<file path="src/sv/sidbs_pkg.sv">
// Shared types and constants for the sorted id binary search block.
// No dependencies; used by the controller, the datapath and the top level.
package sidbs_pkg;

   // Field types of the request and response beats
   typedef logic [11:0] slot_type;
   typedef logic [31:0] key_type;
   typedef logic [12:0] count_type;

   // Request command codes
   localparam logic CMD_WRITE  = 1'b0;
   localparam logic CMD_LOOKUP = 1'b1;

   typedef struct packed {
      logic     command;
      slot_type slot;
      key_type  key;
   } req_payload_type;

   typedef struct packed {
      logic     found;
      slot_type match_slot;
   } rsp_payload_type;

   // Commands from the controller to the datapath
   typedef struct packed {
      logic write_en;
      logic init;
      logic probe_first;
      logic probe_next;
      logic set_hit;
      logic set_miss;
      logic load_out;
   } ctl_cmd_type;

   // Status from the datapath to the controller
   typedef struct packed {
      logic window_empty;
      logic key_eq;
      logic next_empty;
   } dp_status_type;

endpackage

</file>
<file path="src/sv/sidbs_ctrl.sv">
// Controller of the sorted id binary search: handshakes and search sequencing.
// Depends on sidbs_pkg.
module sidbs_ctrl (
   input  logic                     clock,
   input  logic                     reset,
   input  logic                     req_valid,
   input  logic                     req_command,
   output logic                     req_stall,
   output logic                     rsp_valid,
   input  logic                     rsp_stall,
   input  sidbs_pkg::dp_status_type status,
   output sidbs_pkg::ctl_cmd_type   cmd
);

   typedef enum logic [1:0] {
      ST_IDLE,
      ST_START,
      ST_STEP,
      ST_FLUSH
   } state_type;

   state_type state_ff;
   state_type state_in;
   logic      rsp_valid_ff;
   logic      rsp_valid_in;
   logic      req_accept;
   logic      out_free;

   assign req_stall  = state_ff != ST_IDLE;
   assign req_accept = req_valid && !req_stall;
   assign out_free   = !rsp_valid_ff || !rsp_stall;
   assign rsp_valid  = rsp_valid_ff;

   // Next state and datapath commands
   always_comb begin
      state_in     = state_ff;
      cmd          = '0;
      rsp_valid_in = rsp_valid_ff && rsp_stall;
      case (state_ff)
         ST_IDLE: begin
            if (req_accept) begin
               if (req_command == sidbs_pkg::CMD_LOOKUP) begin
                  cmd.init = 1'b1;
                  state_in = ST_START;
               end else begin
                  cmd.write_en = 1'b1;
               end
            end
         end
         ST_START: begin
            if (status.window_empty) begin
               cmd.set_miss = 1'b1;
               state_in     = ST_FLUSH;
            end else begin
               cmd.probe_first = 1'b1;
               state_in        = ST_STEP;
            end
         end
         ST_STEP: begin
            if (status.key_eq) begin
               cmd.set_hit = 1'b1;
               state_in    = ST_FLUSH;
            end else if (status.next_empty) begin
               cmd.set_miss = 1'b1;
               state_in     = ST_FLUSH;
            end else begin
               cmd.probe_next = 1'b1;
            end
         end
         ST_FLUSH: begin
            if (out_free) begin
               cmd.load_out = 1'b1;
               rsp_valid_in = 1'b1;
               state_in     = ST_IDLE;
            end
         end
         default: begin
            state_in = ST_IDLE;
         end
      endcase
   end

   // Hold state and the output valid
   always_ff @(posedge clock) begin
      if (reset) begin
         state_ff     <= ST_IDLE;
         rsp_valid_ff <= 1'b0;
      end else begin
         state_ff     <= state_in;
         rsp_valid_ff <= rsp_valid_in;
      end
   end

   // A lookup beat starts a search on the next cycle
   a_lookup_starts: assert property (@(posedge clock) disable iff (reset)
      req_accept && req_command == sidbs_pkg::CMD_LOOKUP |=> state_ff == ST_START)
      else $error("lookup beat did not start a search");

   // A response only appears out of the flush state
   a_rsp_from_flush: assert property (@(posedge clock) disable iff (reset)
      $rose(rsp_valid_ff) |-> $past(state_ff) == ST_FLUSH)
      else $error("response raised outside flush");

   // Never overwrite a response the receiver has not taken
   a_no_overwrite: assert property (@(posedge clock) disable iff (reset)
      cmd.load_out |-> out_free)
      else $error("response overwritten while stalled");

   // A search step either narrows the window or ends the search
   a_step_exclusive: assert property (@(posedge clock) disable iff (reset)
      $countones({cmd.probe_next, cmd.set_hit, cmd.set_miss}) <= 1)
      else $error("conflicting search commands");

endmodule

</file>
<file path="config.mk">
export PLATFORM = sky130hd
export DESIGN_NAME = sidbs_ctrl
export DESIGN_NICKNAME = d
export VERILOG_FILES = /design/src/sv/sidbs_pkg.sv /design/src/sv/sidbs_ctrl.sv
export SDC_FILE = /design/constraint.sdc
export NUM_CORES = 1
export LEC_CHECK = 0
export BUFFER_PORTS_ARGS = -buffer_cell sky130_fd_sc_hd__buf_2
export CAP_MARGIN = 20
export CORE_AREA = 2 2 39 41
export CTS_CLUSTER_DIAMETER = 80
export DETAILED_ROUTE_END_ITERATION = 8
export DIE_AREA = 0 0 41 43
export SYNTH_ARGS = -nofsm -noshare
export SYNTH_HDL_FRONTEND = slang
export SYNTH_SLANG_ARGS = --single-unit
</file>
<file path="constraint.sdc">
create_clock -name clock -period 1.5 [get_ports clock]
set_input_delay 0.075 -clock clock [delete_from_list [all_inputs] [get_ports clock]]
set_output_delay 0.075 -clock clock [all_outputs]
set_load 0.02 [all_outputs]
</file>
# Word-level counts from Yosys, hierarchy flattened
# Index checks and enable logic that the tools add are counted.
word_totals:
  inputBits: 8
  output_inout_bits: 9
  register_bits: 3
op_classes:
  eq_ne: 7
  reduce_logical: 9
  muxes: 25
ops:
  columns: ["cell", "n"]
  rows:
  - ["$mux W2", 8]
  - ["$mux W1", 15]
  - ["$pmux W2 S4", 1]
  - ["$ne A2 B2 Y1 const B", 3]
  - ["$eq A2 B2 Y1 const B", 2]
  - ["$reduce_and A4 Y1", 1]
  - ["$logic_not A1 Y1", 3]
  - ["$ne A3 B3 Y1 const B", 1]
  - ["$eq A2 B1 Y1 const B", 1]
  - ["$logic_and A1 B1 Y1", 2]
  - ["$logic_not A2 Y1", 1]
  - ["$pmux W1 S2", 1]
  - ["$reduce_bool A2 Y1", 1]
  - ["$logic_or A1 B1 Y1", 1]

# Logic depth before layout (Yosys ltp)
depth:
  word_depth: 5
  depth_mapped: 5

# Least setup slack after synthesis
# OpenSTA, ideal clock, no wires.
synth_timing:
  kind: "reg2reg"
  startpoint: "reg state_ff[0]"
  endpoint: "reg state_ff[0]"
  path_slack_ps: 58
  arrival_time_ps: 1370
  stages_incl_launch_ff: 6
  n_path_buf: 0
  cell_sequence: "dfxtp_1 -> inv_1 -> ha_1 -> nor3b_2 -> a311oi_2 -> mux2i_1"
synth_between:
  elab_chain_cells: 5
synth_rtl:
  columns: ["element", "line_no", "source"]
  rows:
  - ["start: declaration", "sidbs_ctrl.sv:22", "state_type state_ff;"]
  - ["start signal: assignment", "sidbs_ctrl.sv:89", "state_ff <= state_in;"]
  - ["$reduce_bool A2 Y1", "sidbs_ctrl.sv:29", "assign req_stall = state_ff != ST_IDLE;"]
  - ["$logic_not A1 Y1", "sidbs_ctrl.sv:30", "assign req_accept = req_valid && !req_stall;"]
  - ["$logic_and A1 B1 Y1", "sidbs_ctrl.sv:30", null]
  - ["$ne A2 B2 Y1 (no line)", null, null]
  - ["$reduce_and A4 Y1 (no line)", null, null]
# Parallel ways exist; a longest one is shown, timed or not.
# A chain may end at the register's enable or synchronous reset.

# Worst setup path in the final report
layout_timing:
  startpoint: "reg state_ff[1]"
  endpoint: "reg state_ff[1]"
# The elaborated chain is that of the path after synthesis.

==> results.sh <==
export IMPL_first_pass_iters=1
export IMPL_fmax_mhz=726
export IMPL_gp_congestion=0.660
export IMPL_die_area_um2=1760
export IMPL_crit_type="flop to flop"
export IMPL_syn_inst=35
export IMPL_fin_ws_ns=0.122
export IMPL_drc=0
export IMPL_rr_endpoint="state_ff[1]"
export IMPL_cts_clk_slew_worst_paths_ns=0.04
export IMPL_synth_main_ff_cell="dfxtp_1"
export IMPL_io_pins=17
export IMPL_yosys_warnings=0
export IMPL_power_leakage_nw=0.238
export IMPL_antenna_left=0
export IMPL_r2r_slack_ns=0.12
export IMPL_synth_edff_count=0
export IMPL_rsz0062_at_grt="no"
export IMPL_cts_setup_buffers=0
export IMPL_areaGrowthSynthToFinish_pct=47.1
export IMPL_fillers=168
export IMPL_p_per_area_nw_per_um2=1560
export IMPL_vias=301
export IMPL_worst_path_buf_inv=1
export IMPL_dieHeight_um=43
export IMPL_async_reset_ff_frac=0
export IMPL_skew_ns=0.00292
export IMPL_place_ws_ns=0.0389
export IMPL_hold_viol_final=0
export IMPL_setup_tns_ns=0
export IMPL_via_per_inst=4.18
export IMPL_r2r_cells=5
export IMPL_drive_gt1_frac=0.464
export IMPL_post_dp_cell_area_um2=405
export IMPL_hold_path_end="rsp_valid"
export IMPL_crit_family="compound AO/OA/AOI/OAI gates"
export IMPL_rows=14
export IMPL_slew_headroom=0.780
export IMPL_layout_nets=71
export IMPL_core_um2=1380
export IMPL_post_cts_resized=0
export IMPL_gr_usage_all_layers=0.0792
export IMPL_arrival_ns=1.53
export IMPL_r2r_start="state_ff[1]"
export IMPL_finalSetupViolCount=0
export IMPL_synth_fp_nets=49
export IMPL_initial_core_util=0.215
export IMPL_avgRoutedWirePerCell_um=8.25
export IMPL_path_max_fanout=6
export IMPL_overflow=0
export IMPL_grt_pass1_wl_um=910
export IMPL_worst_slew_pin_slew_ns=0.330
export IMPL_ys_seq_elements=3
export IMPL_maxCapViolations=0
export IMPL_synth_most_common_cell="ha_1"
export IMPL_crit_slowest_cell="dfxtp_4"
export IMPL_yosysTopAreaCell="ha_1"
export IMPL_period_share=0.918
export IMPL_ys_seq_area_frac=0.202
export IMPL_netlist_area_um2=298
export IMPL_cts_tree="done"
export IMPL_synthTopCellsByCount="ha_1 (6), nand2_1 (5), inv_1 (4), a21boi_0 (3), dfxtp_1 (3)"
export IMPL_numCtsBuffers=3
export IMPL_clock_sinks=3
export IMPL_crit_path_cell_trace="inv_2 > ha_2 > a21boi_0 > a311oi_2 > mux2i_1"
export IMPL_yosys_cell_types_count=15
export IMPL_die_width_um=41
export IMPL_power_mw=0.683
export IMPL_synth_top_area_frac=0.252
export IMPL_htreeDepth=1
export IMPL_end_kind="flop"
export IMPL_drt_iter0_drc=0
export IMPL_hpwl_um=490
export IMPL_grt_pass1_vias=264
export IMPL_grt_max_degree=7
export IMPL_hp_class="input pin to flop"
export IMPL_clock_latency_ns=0.23
export IMPL_fin_area_um2=438
export IMPL_peakVddDrop_mv=0.368
export IMPL_maxSlewViolCount=0
export IMPL_io_buffers=16
export IMPL_cts_hold_buf=0
export IMPL_clockBufferDepth=2
export IMPL_min_path_cells=2
export IMPL_startpoint_type="flop"
export IMPL_critPathRequiredTime_ns=1.65
export IMPL_root_buffer="clkbuf_4"
export IMPL_synthTopCellsByArea="ha_1 (25%), dfxtp_1 (20%), a21boi_0 (7.6%), mux2i_1 (6.7%), nand2_1 (6.3%)"
export IMPL_status="completed"
export IMPL_period_needed_ns=1.38
export IMPL_grt_antenna_before_repair=0
export IMPL_antenna_cells=0
export IMPL_wirelength_um=594
export IMPL_max_stage_delay_ns=0.36
export IMPL_hp_start="reset"
export IMPL_synth_area_per_cell_um2=8.51
-- kinds of logic after synthesis --
kind of cell / after synthesis / share of synthesized area
mux: 2 / 0.0672
compound gates: 6 / 0.168
buf+inv: 4 / 0.0504
flops: 3 / 0.202
fa+ha+maj: 6 / 0.252
simple gates: 14 / 0.261
-- power by group --
group          switching (mW)  leakage [nW]  internal, mW
clock network          0.0406        0.0150        0.0996
registers              0.0267        0.0253         0.113
logic                   0.223         0.198         0.181
total                   0.290         0.238         0.393
-- placed cells by master (no fill, tap or decap), types with 2 or more instances in the layout --
cell type | Yosys | routed
clkbuf_4 | 0 | 3
ha_1 | 6 | 5
dfxtp_1 | 3 | 2
inv_1 | 4 | 2
a21boi_0 | 3 | 3
nor2b_1 | 2 | 2
nand2_1 | 5 | 5
mux2i_1 | 2 | 2
and3_1 | 2 | 2
nor2_1 | 2 | 2
buf_2 | 0 | 16
inv_2 | 0 | 2
-- state kept, by name, indices dropped and copies added, names as in the netlist --
signal and cells:
state_ff 2, rsp_valid 1
-- metrics by stage --
stage | hold slack [ns] | cells | utilization
after floorplan | 0.147 | 35 | -
after detailed placement | 0.253 | 68 | 0.293
after CTS | 0.00408 | 72 | 0.312
final | 0.0115 | 72 | 0.316
after global placement | 0.250 | 68 | 0.293
after global routing | 0.0113 | 72 | 0.316
-- final cells by class --
cell class / instances / area (um^2) / share of cell area
Clock buffer: 4 / 26.3 / 0.0600
Inverter: 4 / 15.0 / 0.0343
Multi-Input combinational cell: 28 / 225 / 0.514
Sequential cell: 3 / 63.8 / 0.146
Tap cell: 16 / 20.0 / 0.0457
Timing Repair Buffer: 17 / 87.6 / 0.200
-- worst register-to-register path, delay by kind of cell (launching register included) --
kind                       cells  cell delay, ns
buffers and inverters          1            0.05
adders and majority gates      1            0.18
muxes                          1            0.22
DFF                            1            0.36
AOI/OAI and AO/OA              2            0.49
-- how the worst max path moves through the flow --
stage	start	end	depth (start not counted)
2_1_floorplan	state_ff[0]	state_ff[0]	5
3_3_place_gp	state_ff[1]	state_ff[0]	5
3_5_place_dp	state_ff[1]	state_ff[0]	5
4_1_cts	state_ff[1]	state_ff[1]	5
5_1_grt	state_ff[0]	state_ff[1]	5
6_report	state_ff[1]	state_ff[1]	5
-- layer usage --
layer  wire length (um)  GRT usage
met5                  0          0
met4                  4     0.0600
met2                266      0.125
met1                253     0.0767
met3                 70     0.0314
Power figures use the tool's default switching activity.
